$ cat config.mk
export PLATFORM = sky130hd
export DESIGN_NAME = i2c_master_byte_engine_unit
export DESIGN_NICKNAME = d
export VERILOG_FILES = /design/src/rtl/i2cmbe_pkg.sv /design/src/rtl/i2c_master_byte_engine_unit.sv
export VERILOG_INCLUDE_DIRS = /design/src /design/src/rtl
export SDC_FILE = /design/constraint.sdc
export NUM_CORES = 1
export LEC_CHECK = 0
export BUFFER_PORTS_ARGS = -buffer_cell sky130_fd_sc_hd__buf_2
export CAP_MARGIN = 20
export CORE_MARGIN = 2
export CORE_UTILIZATION = 64
export CTS_BUF_LIST = sky130_fd_sc_hd__clkbuf_8
export DETAILED_ROUTE_END_ITERATION = 10
export MAX_ROUTING_LAYER = met4
export PLACE_DENSITY = 0.95
export SLEW_MARGIN = 20
export SYNTH_ARGS = -nofsm -noshare
export SYNTH_HDL_FRONTEND = slang
export SYNTH_SLANG_ARGS = --single-unit
$ cat constraint.sdc
create_clock -name aclk -period 5.38 [get_ports aclk]
set_clock_uncertainty 0.05 [all_clocks]
set_input_delay 0.269 -clock aclk [delete_from_list [all_inputs] [get_ports aclk]]
set_output_delay 0.269 -clock aclk [all_outputs]
set_load 0.1 [all_outputs]
$ cat src/rtl/i2c_master_byte_engine_unit_macros.svh
// Assertion helpers shared by the RTL of the I2C byte engine.
`ifndef I2C_MASTER_BYTE_ENGINE_UNIT_MACROS_SVH
`define I2C_MASTER_BYTE_ENGINE_UNIT_MACROS_SVH

`ifndef NO_ASSERTIONS

`define I2CMBE_ASSERT_SAME(label, clk, rstn, ante, cons) \
    label: assert property (@(posedge clk) disable iff (!(rstn)) (ante) |-> (cons)) \
        else $error("assertion failed");

`define I2CMBE_ASSERT_NEXT(label, clk, rstn, ante, cons) \
    label: assert property (@(posedge clk) disable iff (!(rstn)) (ante) |=> (cons)) \
        else $error("assertion failed");

`else

`define I2CMBE_ASSERT_SAME(label, clk, rstn, ante, cons)

`define I2CMBE_ASSERT_NEXT(label, clk, rstn, ante, cons)

`endif

`endif

$ cat src/rtl/i2cmbe_pkg.sv
package i2cmbe_pkg;

    typedef enum logic [2:0] {
        CMD_NONE  = 3'd0,
        CMD_START = 3'd1,
        CMD_STOP  = 3'd2,
        CMD_WRITE = 3'd3,
        CMD_READ  = 3'd4
    } cmd_t;

    // Last phase index of each command, and the ACK and final-bit phases of a byte transfer.
    localparam logic [4:0] START_LAST_PHASE = 5'd3;
    localparam logic [4:0] STOP_LAST_PHASE  = 5'd2;
    localparam logic [4:0] BYTE_LAST_PHASE  = 5'd18;
    localparam logic [4:0] BYTE_ACK_LOW     = 5'd16;
    localparam logic [4:0] BYTE_ACK_HIGH    = 5'd17;
    localparam logic [4:0] BYTE_FINAL_BIT   = 5'd15;

    typedef struct packed {
        logic [2:0] mode;
        logic [7:0] tx_byte;
        logic       send_nack;
        logic       sda_in;
    } in_t;

    typedef struct packed {
        logic       scl;
        logic       sda_out;
        logic       busy_res;
        logic       done_res;
        logic [7:0] rx_byte;
        logic       ack_missing;
    } out_t;

endpackage

$ cat src/rtl/i2c_master_byte_engine_unit.sv
// A result is registered and presented on m_data in the cycle after its tick is transferred in.
// Throughput: one tick per cycle while m_ready is high; a tick may be taken while the previous result is being
// taken, since the output register frees itself on the same edge.
// Reset (aresetn low, synchronous): bus idle with SCL and SDA released, no result pending,
// received byte and missing-ACK flag cleared.
`include "i2c_master_byte_engine_unit_macros.svh"

module i2c_master_byte_engine_unit (
    input  logic             aclk,
    input  logic             aresetn,
    input  logic             s_valid,
    output logic             s_ready,
    input  i2cmbe_pkg::in_t  s_data,
    output logic             m_valid,
    input  logic             m_ready,
    output i2cmbe_pkg::out_t m_data
);

    i2cmbe_pkg::cmd_t cmd_reg, cmd_next;
    logic [4:0]       phase_reg, phase_next;
    logic [7:0]       shift_reg, shift_next;
    logic             scl_reg, scl_next;
    logic             sda_reg, sda_next;
    logic             nack_seen_reg, nack_seen_next;
    logic             ack_choice_reg, ack_choice_next;
    logic [7:0]       rx_hold_reg, rx_hold_next;
    logic             m_valid_reg;
    i2cmbe_pkg::out_t m_data_reg, m_data_next;

    i2cmbe_pkg::cmd_t cmd_eff;
    logic [4:0]       phase_eff;
    logic [7:0]       shift_eff;
    logic             ack_eff;
    logic             last;
    logic             mode_ok;
    logic             take;

    assign s_ready = !m_valid_reg || m_ready;
    assign take    = s_valid && s_ready;
    assign m_valid = m_valid_reg;
    assign m_data  = m_data_reg;

    assign mode_ok = (s_data.mode == i2cmbe_pkg::CMD_START)
                  || (s_data.mode == i2cmbe_pkg::CMD_STOP)
                  || (s_data.mode == i2cmbe_pkg::CMD_WRITE)
                  || (s_data.mode == i2cmbe_pkg::CMD_READ);

    always_comb begin
        cmd_eff         = cmd_reg;
        phase_eff       = phase_reg;
        shift_eff       = shift_reg;
        ack_eff         = ack_choice_reg;
        scl_next        = scl_reg;
        sda_next        = sda_reg;
        shift_next      = shift_reg;
        nack_seen_next  = nack_seen_reg;
        rx_hold_next    = rx_hold_reg;
        last            = 1'b0;

        // A new command is latched only while the engine is idle.
        if (cmd_reg == i2cmbe_pkg::CMD_NONE && mode_ok) begin
            cmd_eff   = i2cmbe_pkg::cmd_t'(s_data.mode);
            phase_eff = '0;
            if (s_data.mode == i2cmbe_pkg::CMD_WRITE) begin
                shift_eff = s_data.tx_byte;
            end else if (s_data.mode == i2cmbe_pkg::CMD_READ) begin
                shift_eff = '0;
                ack_eff   = s_data.send_nack;
            end
        end
        shift_next      = shift_eff;
        ack_choice_next = ack_eff;

        case (cmd_eff)
            i2cmbe_pkg::CMD_START: begin
                if (phase_eff == 5'd0) begin
                    sda_next = 1'b1;
                end else if (phase_eff == 5'd1) begin
                    scl_next = 1'b1;
                    sda_next = 1'b1;
                end else if (phase_eff == 5'd2) begin
                    scl_next = 1'b1;
                    sda_next = 1'b0;
                end else begin
                    scl_next = 1'b0;
                    sda_next = 1'b0;
                    last     = 1'b1;
                end
            end
            i2cmbe_pkg::CMD_STOP: begin
                if (phase_eff == 5'd0) begin
                    scl_next = 1'b0;
                    sda_next = 1'b0;
                end else if (phase_eff == 5'd1) begin
                    scl_next = 1'b1;
                    sda_next = 1'b0;
                end else begin
                    scl_next = 1'b1;
                    sda_next = 1'b1;
                    last     = 1'b1;
                end
            end
            i2cmbe_pkg::CMD_WRITE: begin
                if (phase_eff < i2cmbe_pkg::BYTE_ACK_LOW) begin
                    sda_next = shift_eff[7];
                    scl_next = phase_eff[0];
                    if (phase_eff[0]) begin
                        shift_next = {shift_eff[6:0], 1'b0};
                    end
                end else if (phase_eff == i2cmbe_pkg::BYTE_ACK_LOW) begin
                    scl_next = 1'b0;
                    sda_next = 1'b1;
                end else if (phase_eff == i2cmbe_pkg::BYTE_ACK_HIGH) begin
                    scl_next       = 1'b1;
                    sda_next       = 1'b1;
                    nack_seen_next = s_data.sda_in;
                end else begin
                    scl_next = 1'b0;
                    sda_next = 1'b1;
                    last     = 1'b1;
                end
            end
            i2cmbe_pkg::CMD_READ: begin
                if (phase_eff < i2cmbe_pkg::BYTE_ACK_LOW) begin
                    sda_next = 1'b1;
                    scl_next = phase_eff[0];
                    if (phase_eff[0]) begin
                        shift_next = {shift_eff[6:0], s_data.sda_in};
                        if (phase_eff == i2cmbe_pkg::BYTE_FINAL_BIT) begin
                            rx_hold_next = {shift_eff[6:0], s_data.sda_in};
                        end
                    end
                end else if (phase_eff == i2cmbe_pkg::BYTE_ACK_LOW) begin
                    scl_next = 1'b0;
                    sda_next = ack_eff;
                end else if (phase_eff == i2cmbe_pkg::BYTE_ACK_HIGH) begin
                    scl_next = 1'b1;
                    sda_next = ack_eff;
                end else begin
                    scl_next = 1'b0;
                    sda_next = 1'b1;
                    last     = 1'b1;
                end
            end
            default: begin
            end
        endcase

        cmd_next   = cmd_eff;
        phase_next = phase_eff;
        if (cmd_eff != i2cmbe_pkg::CMD_NONE) begin
            if (last) begin
                cmd_next   = i2cmbe_pkg::CMD_NONE;
                phase_next = '0;
            end else begin
                phase_next = 5'(phase_eff + 5'd1);
            end
        end

        m_data_next.scl         = scl_next;
        m_data_next.sda_out     = sda_next;
        m_data_next.busy_res    = (cmd_next != i2cmbe_pkg::CMD_NONE);
        m_data_next.done_res    = last;
        m_data_next.rx_byte     = rx_hold_next;
        m_data_next.ack_missing = nack_seen_next;
    end

    always_ff @(posedge aclk) begin
        if (!aresetn) begin
            cmd_reg        <= i2cmbe_pkg::CMD_NONE;
            phase_reg      <= '0;
            shift_reg      <= '0;
            scl_reg        <= 1'b1;
            sda_reg        <= 1'b1;
            nack_seen_reg  <= 1'b0;
            ack_choice_reg <= 1'b0;
            rx_hold_reg    <= '0;
            m_valid_reg    <= 1'b0;
        end else begin
            if (take) begin
                cmd_reg        <= cmd_next;
                phase_reg      <= phase_next;
                shift_reg      <= shift_next;
                scl_reg        <= scl_next;
                sda_reg        <= sda_next;
                nack_seen_reg  <= nack_seen_next;
                ack_choice_reg <= ack_choice_next;
                rx_hold_reg    <= rx_hold_next;
                m_valid_reg    <= 1'b1;
            end else if (m_ready) begin
                m_valid_reg    <= 1'b0;
            end
        end
    end

    always_ff @(posedge aclk) begin
        if (take) begin
            m_data_reg <= m_data_next;
        end
    end

    // A completing result never also claims the engine is still busy.
    `I2CMBE_ASSERT_SAME(a_done_not_busy, aclk, aresetn, m_valid_reg && m_data_reg.done_res, !m_data_reg.busy_res)
    // The phase counter sits at zero whenever no command is held.
    `I2CMBE_ASSERT_SAME(a_idle_phase_zero, aclk, aresetn, cmd_reg == i2cmbe_pkg::CMD_NONE, phase_reg == 5'd0)
    // No command runs beyond the final phase of a byte transfer.
    `I2CMBE_ASSERT_SAME(a_phase_bound, aclk, aresetn, 1'b1, phase_reg <= i2cmbe_pkg::BYTE_LAST_PHASE)
    // A held command that does not finish advances exactly one phase per transfer.
    `I2CMBE_ASSERT_NEXT(a_phase_step, aclk, aresetn, take && cmd_reg != i2cmbe_pkg::CMD_NONE && !last, phase_reg == 5'($past(phase_reg) + 5'd1))

endmodule
=== Word-level counts from Yosys, hierarchy flattened ===
Cells that the tools add are included.
W data, S select, Z words.

* Add/subtract/negate cells: 1
* $mul: 0
* Divide/modulo/power cells: 0
* Magnitude comparators: 1
* Equal/unequal tests: 13
* Shift-type cells: 0
* Muxes and demuxes: 51
* Bitwise logic cells: 0
* Reductions and logical operators: 13

{| class="wikitable"
|+ Operators by type and width
! cell !! count
|-
| $mux W8 || 11
|-
| $mux W1 || 30
|-
| $pmux W8 S2 || 1
|-
| $mux W5 || 3
|-
| $eq A3 B2 Y1 const B || 4
|-
| $eq A5 B5 Y1 const B || 2
|-
| $mux W3 || 3
|-
| $eq A3 B1 Y1 const B || 2
|-
| $eq A3 B3 Y1 const B || 2
|-
| $pmux W1 S3 || 2
|-
| $reduce_bool A3 Y1 || 2
|-
| $add A5 B1 Y5 const B || 1
|-
| $eq A5 B1 Y1 const B || 1
|-
| $eq A5 B2 Y1 const B || 1
|-
| $eq A5 B4 Y1 const B || 1
|-
| $logic_not A5 Y1 || 1
|-
| $lt A5 B5 Y1 const B || 1
|-
| $logic_or A1 B1 Y1 || 4
|-
| $pmux W1 S4 || 1
|-
| $logic_not A3 Y1 || 1
|-
| $logic_and A1 B1 Y1 || 2
|-
| $reduce_bool A2 Y1 || 1
|-
| $reduce_or A2 Y1 || 1
|-
| $logic_not A1 Y1 || 1
|}

* Register bits after elaboration: 42
* Latch bits: 0
* RAM bits: 0
* Memory bits (read-only): 0
* Input port bits: 17
* Output and inout bits: 15
* Logic and storage cells: 94
* Memories kept: 0

=== Depth between registers and ports, before layout ===
* Word-level depth: 14
* Gate-level depth with buffers: 13
* Mapped depth without buffers: 9

=== Worst setup path before layout ===
No wires, ideal clock.

* Kind: reg-to-reg
* Start point: register m_valid_reg (netlist: m_valid)
* End point: register m_data_reg, in the netlist m_data[0], enable pin
* Library setup time: 0.361 ns
* Data arrival time: 2.917 ns
* Slack: 2.052 ns
* Stages on the path, launching flop included: 5
* Buffers on the path: 1
* Period minus slack after synthesis: 3.328 ns
* Path through: dfxtp_1 nand2b_1 nand2_1 clkinv_1 clkbuf_1

* Cells in the longest elaborated chain, start to end: 3

{| class="wikitable"
|+ Ends and longest elaborated chain
! item !! RTL line !! source
|-
| from (decl) || i2c_master_byte_engine_unit.sv:27 || <nowiki>logic m_valid_reg;</nowiki>
|-
| from (signal assigned) || i2c_master_byte_engine_unit.sv:178 || <nowiki>m_valid_reg <= 1'b0;</nowiki>
|-
| from (signal assigned) || i2c_master_byte_engine_unit.sv:189 || <nowiki>m_valid_reg <= 1'b1;</nowiki>
|-
| from (signal assigned) || i2c_master_byte_engine_unit.sv:191 || <nowiki>m_valid_reg <= 1'b0;</nowiki>
|-
| $logic_not A1 Y1 || i2c_master_byte_engine_unit.sv:38 || <nowiki>assign s_ready = !m_valid_reg || m_ready;</nowiki>
|-
| $logic_or A1 B1 Y1 || i2c_master_byte_engine_unit.sv:38 ||
|-
| named net s_ready || i2c_master_byte_engine_unit.sv:12 || <nowiki>output logic s_ready,</nowiki>
|-
| $logic_and A1 B1 Y1 || i2c_master_byte_engine_unit.sv:39 || <nowiki>assign take = s_valid && s_ready;</nowiki>
|-
| named net take || i2c_master_byte_engine_unit.sv:36 || <nowiki>logic take;</nowiki>
|-
| to (signal assigned) || i2c_master_byte_engine_unit.sv:198 || <nowiki>m_data_reg <= m_data_next;</nowiki>
|-
| to (decl) || i2c_master_byte_engine_unit.sv:28 || <nowiki>i2cmbe_pkg::out_t m_data_reg, m_data_next;</nowiki>
|}

The timed path passes the listed nets, and every way through them passes these cells.
A chain may end at the register's enable or synchronous reset.

=== Final worst setup path ===
* Start point: register cmd_reg[2]
* End point: register rx_hold_reg[4]

* Cells in the longest elaborated chain, start to end: 8
* Elaborated cells between the ends (all ways): 12
* Classes of those cells: 1 x order compare; 2 x eq/ne; 7 x mux; 2 x reduce/logical

{| class="wikitable"
|+ Ends and longest elaborated chain
! item !! RTL line !! source
|-
| from (decl) || i2c_master_byte_engine_unit.sv:19 || <nowiki>i2cmbe_pkg::cmd_t cmd_reg, cmd_next;</nowiki>
|-
| from (signal assigned) || i2c_master_byte_engine_unit.sv:170 || <nowiki>cmd_reg <= i2cmbe_pkg::CMD_NONE;</nowiki>
|-
| from (signal assigned) || i2c_master_byte_engine_unit.sv:181 || <nowiki>cmd_reg <= cmd_next;</nowiki>
|-
| $logic_not A3 Y1 || i2c_master_byte_engine_unit.sv:61 || <nowiki>if (cmd_reg == i2cmbe_pkg::CMD_NONE && mode_ok) begin</nowiki>
|-
| $logic_and A1 B1 Y1 || i2c_master_byte_engine_unit.sv:61 ||
|-
| $mux W5 || i2c_master_byte_engine_unit.sv:61 ||
|-
| $eq A5 B4 Y1 || i2c_master_byte_engine_unit.sv:129 || <nowiki>if (phase_eff == i2cmbe_pkg::BYTE_FINAL_BIT) begin</nowiki>
|-
| $mux W8 || i2c_master_byte_engine_unit.sv:129 ||
|-
| $mux W8 || i2c_master_byte_engine_unit.sv:127 || <nowiki>if (phase_eff[0]) begin</nowiki>
|-
| $mux W8 || i2c_master_byte_engine_unit.sv:124 || <nowiki>if (phase_eff < i2cmbe_pkg::BYTE_ACK_LOW) begin</nowiki>
|-
| $mux W8 * || i2c_master_byte_engine_unit.sv:74 || <nowiki>case (cmd_eff)</nowiki>
|-
| to (signal assigned) || i2c_master_byte_engine_unit.sv:188 || <nowiki>rx_hold_reg <= rx_hold_next;</nowiki>
|-
| to (decl) || i2c_master_byte_engine_unit.sv:26 || <nowiki>logic [7:0] rx_hold_reg, rx_hold_next;</nowiki>
|}

Mark *: on every way between the ends. The rest lies on a longest branch, timed or not.

==> qor.yml <==
outcome:
  outcome: "finished, final reports clean"
drt:
  route.vias.total: 2146
  wl_um: 5550
  vias_per_cell: 6.44
  drc_errors: 0
  wl_per_cell_um: 16.7
  firstDrtPassIters: 7
  drtAntennaViolNets: 0
  dr.first_iter.drc_count: 248
setup_path:
  r2r_slack_ps: 2320
  worstPathArrival_ps: 3240
  required_ps: 5560
  timing.rr.start: "cmd_reg[2]"
  r2r-end: "rx_hold_reg[4]"
  crit_fanout: 12
  worstSetupPathType: "flip-flop to flip-flop"
  start_kind: "flip-flop"
  worst_r2r_path_depth: 9
  cp-end-kind: "flip-flop"
clock_network:
  insertion_delay_ps: 300
  cts_made_buffers: 5
  cts_tree: "yes"
  clock-root-buffer: "clkbuf_8"
  cts.htree.levels: 2
  clk_path_buf_depth: 2
  path_clk_slew_ps: 80
  postCtsSetupBuffers: 0
  ctsResizeCount: 0
  cts_hold_buf: 0
  cts_num_sinks: 42
place:
  portBuffers: 31
  dp_slack_ps: 2420
  dpl.hpwl_um: 3810
  dp_cells: 325
  place_congestion: 0.896
yosys:
  synth_seq_area_share_pct: 41.4
  ys_types: 47
  ys.flop_type: "dfxtp_1"
  synth_seq_cells: 42
  synth_nets: 285
  syn_area_per_cell_um2: 8.78
  yosysWarnings: 0
  syn_inst: 267
  mappedNetlistArea_um2: 2340
  async_flop_share_pct: 0
  synth_edf_count: 13
hold_path:
  whs_path_depth: 3
  hold_class: "input pin to flip-flop"
  hold_path_startpoint: "s_valid"
  holdPathEnd: "m_valid"
sta:
  slew_violations: 0
  max_slew_margin_pct: 53.7
  tns_ps: 0
  tightestPinTransition_ps: 677
  setup_ws_ps: 2320
  setup_viol: 0
  fmax_mhz: 327
  holdWs_ps: 171
  hold_violations: 0
  fin_crit_sh_pct: 56.8
  fin_crit_ps: 3060
  grt_setup_unrepaired: "false"
run:
  maxCapViolCount: 0
power_and_ir_drop:
  cellPowerDensity_nw_per_um2: 279
  worst_ir_drop_vdd_mv: 0.191
  power.leakage_nw: 0.986
cells_and_area:
  fin_cells: 333
  largest_reg_flops: 13
  fin_nets: 304
  antenna_cells: 0
  fill_cells: 251
  area_delta_synth_final_pct: 8.86
  layout_common_cells: "nand2_1 (31), buf_2 (31), dfxtp_1 (29), o21ai_0 (25), a21oi_1 (18)"
  drive_gt1_share_pct: 19.2
die:
  fp.coreArea_um2: 3420
  rows: 21
  start_util_pct: 68.6
  die_w_um: 64.5
  ioPinCount: 32
  dieArea_um2: 4160
  dieHeight_um: 64.5
global_route:
  grt_usage_pct: 29.0
  grt_pass1_wl_um: 9170
  antenna_found_initial: 0
  grt.overflow.total: 0
  grt_max_degree: 41
  grt_pass1_vias: 1950
-- cell families (layout without fill, tap and decap cells) --
| logic type | Yosys count | count (layout) | synth area share [%] |
|---|---|---|---|
| compound gates | 84 | 84 | 23.8 |
| buf+inv | 30 | 50 | 5.66 |
| fa+ha+maj | 1 | 1 | 0.534 |
| mux | 20 | 20 | 9.02 |
| flops | 42 | 42 | 41.4 |
| simple gates | 90 | 90 | 19.6 |
-- worst max path at each step --
| stage | from | end | depth (start not counted) |
|---|---|---|---|
| 4_1_cts | cmd_reg[2] | rx_hold_reg[4] | 9 |
| 3_3_place_gp | s_data[12] | rx_hold_reg[2] | 9 |
| 6_report | cmd_reg[2] | rx_hold_reg[4] | 9 |
| 2_1_floorplan | m_valid | m_data[0] | 4 |
| 3_5_place_dp | s_data[12] | rx_hold_reg[2] | 9 |
| 5_1_grt | cmd_reg[2] | rx_hold_reg[1] | 9 |
-- layout make-up --
| type | count | area (um2) | share of cell area, % |
|---|---|---|---|
| Clock inverter | 3 | 17.5 | 0.687 |
| Inverter | 11 | 41.3 | 1.62 |
| Timing Repair Buffer | 31 | 155 | 6.08 |
| Clock buffer | 5 | 68.8 | 2.70 |
| Tap cell | 46 | 57.6 | 2.26 |
| Multi-Input combinational cell | 195 | 1240 | 48.6 |
| Sequential cell | 42 | 971 | 38.1 |
-- Yosys cell counts, drive strengths merged (2+ instances only) --
| cell type | number | area, um2 |
|---|---|---|
| nand2 | 31 | 116 |
| dfxtp | 29 | 581 |
| o21ai | 27 | 135 |
| a21oi | 18 | 90.1 |
| nor3 | 14 | 70.1 |
| edfxtp | 13 | 390 |
| a21boi | 11 | 82.6 |
| clkbuf | 11 | 41.3 |
| mux2i | 11 | 110 |
| nand3 | 11 | 55.1 |
| inv | 10 | 37.5 |
| mux2 | 9 | 101 |
| buf | 8 | 50.1 |
| nor2 | 8 | 37.5 |
| a221oi | 7 | 61.3 |
| nand2b | 5 | 31.3 |
| nor3b | 4 | 30.0 |
| a31oi | 3 | 18.8 |
| nand3b | 3 | 22.5 |
| o211ai | 3 | 22.5 |
| o31ai | 3 | 22.5 |
| or3 | 3 | 18.8 |
| a2111oi | 2 | 23.8 |
| a211oi | 2 | 15.0 |
| a41oi | 2 | 17.5 |
| and3 | 2 | 12.5 |
| nor2b | 2 | 12.5 |
| or2 | 2 | 12.5 |
-- per-stage QoR --
step	power (mW)	util, %	cell area (um2)
CTS	0.708	74.7	2550
global placement	0.511	72.2	2460
floorplan	0.486	-	2340
finish	0.712	74.7	2550
detailed placement	0.514	72.2	2460
global route	0.739	74.7	2550
-- where the power goes --
group	internal, mW	switching (mW)
clock	0.0897	0.112
combinational	0.0392	0.116
sequential	0.342	0.0130
total	0.471	0.241
-- critical path, cell delays in order, from the launching register on --
cell,delay [ps]
dfxtp_1,420
nor3_1,530
and3_1,450
nor2_4,50
inv_2,80
ha_1,150
nand3_1,340
nor2_1,570
nand2_1,140
a21boi_0,190
-- layer usage --
layer | wire length [um] | global-route usage (%) | vias to the layer above
li1 | - | - | 1020
met1 | 2460 | 40.4 | 1005
met2 | 2520 | 42.2 | 106
met3 | 477 | 5.21 | 15
met4 | 88 | 11.7 | 0
met5 | 0 | - | -
(Power assumes the default switching activity.)
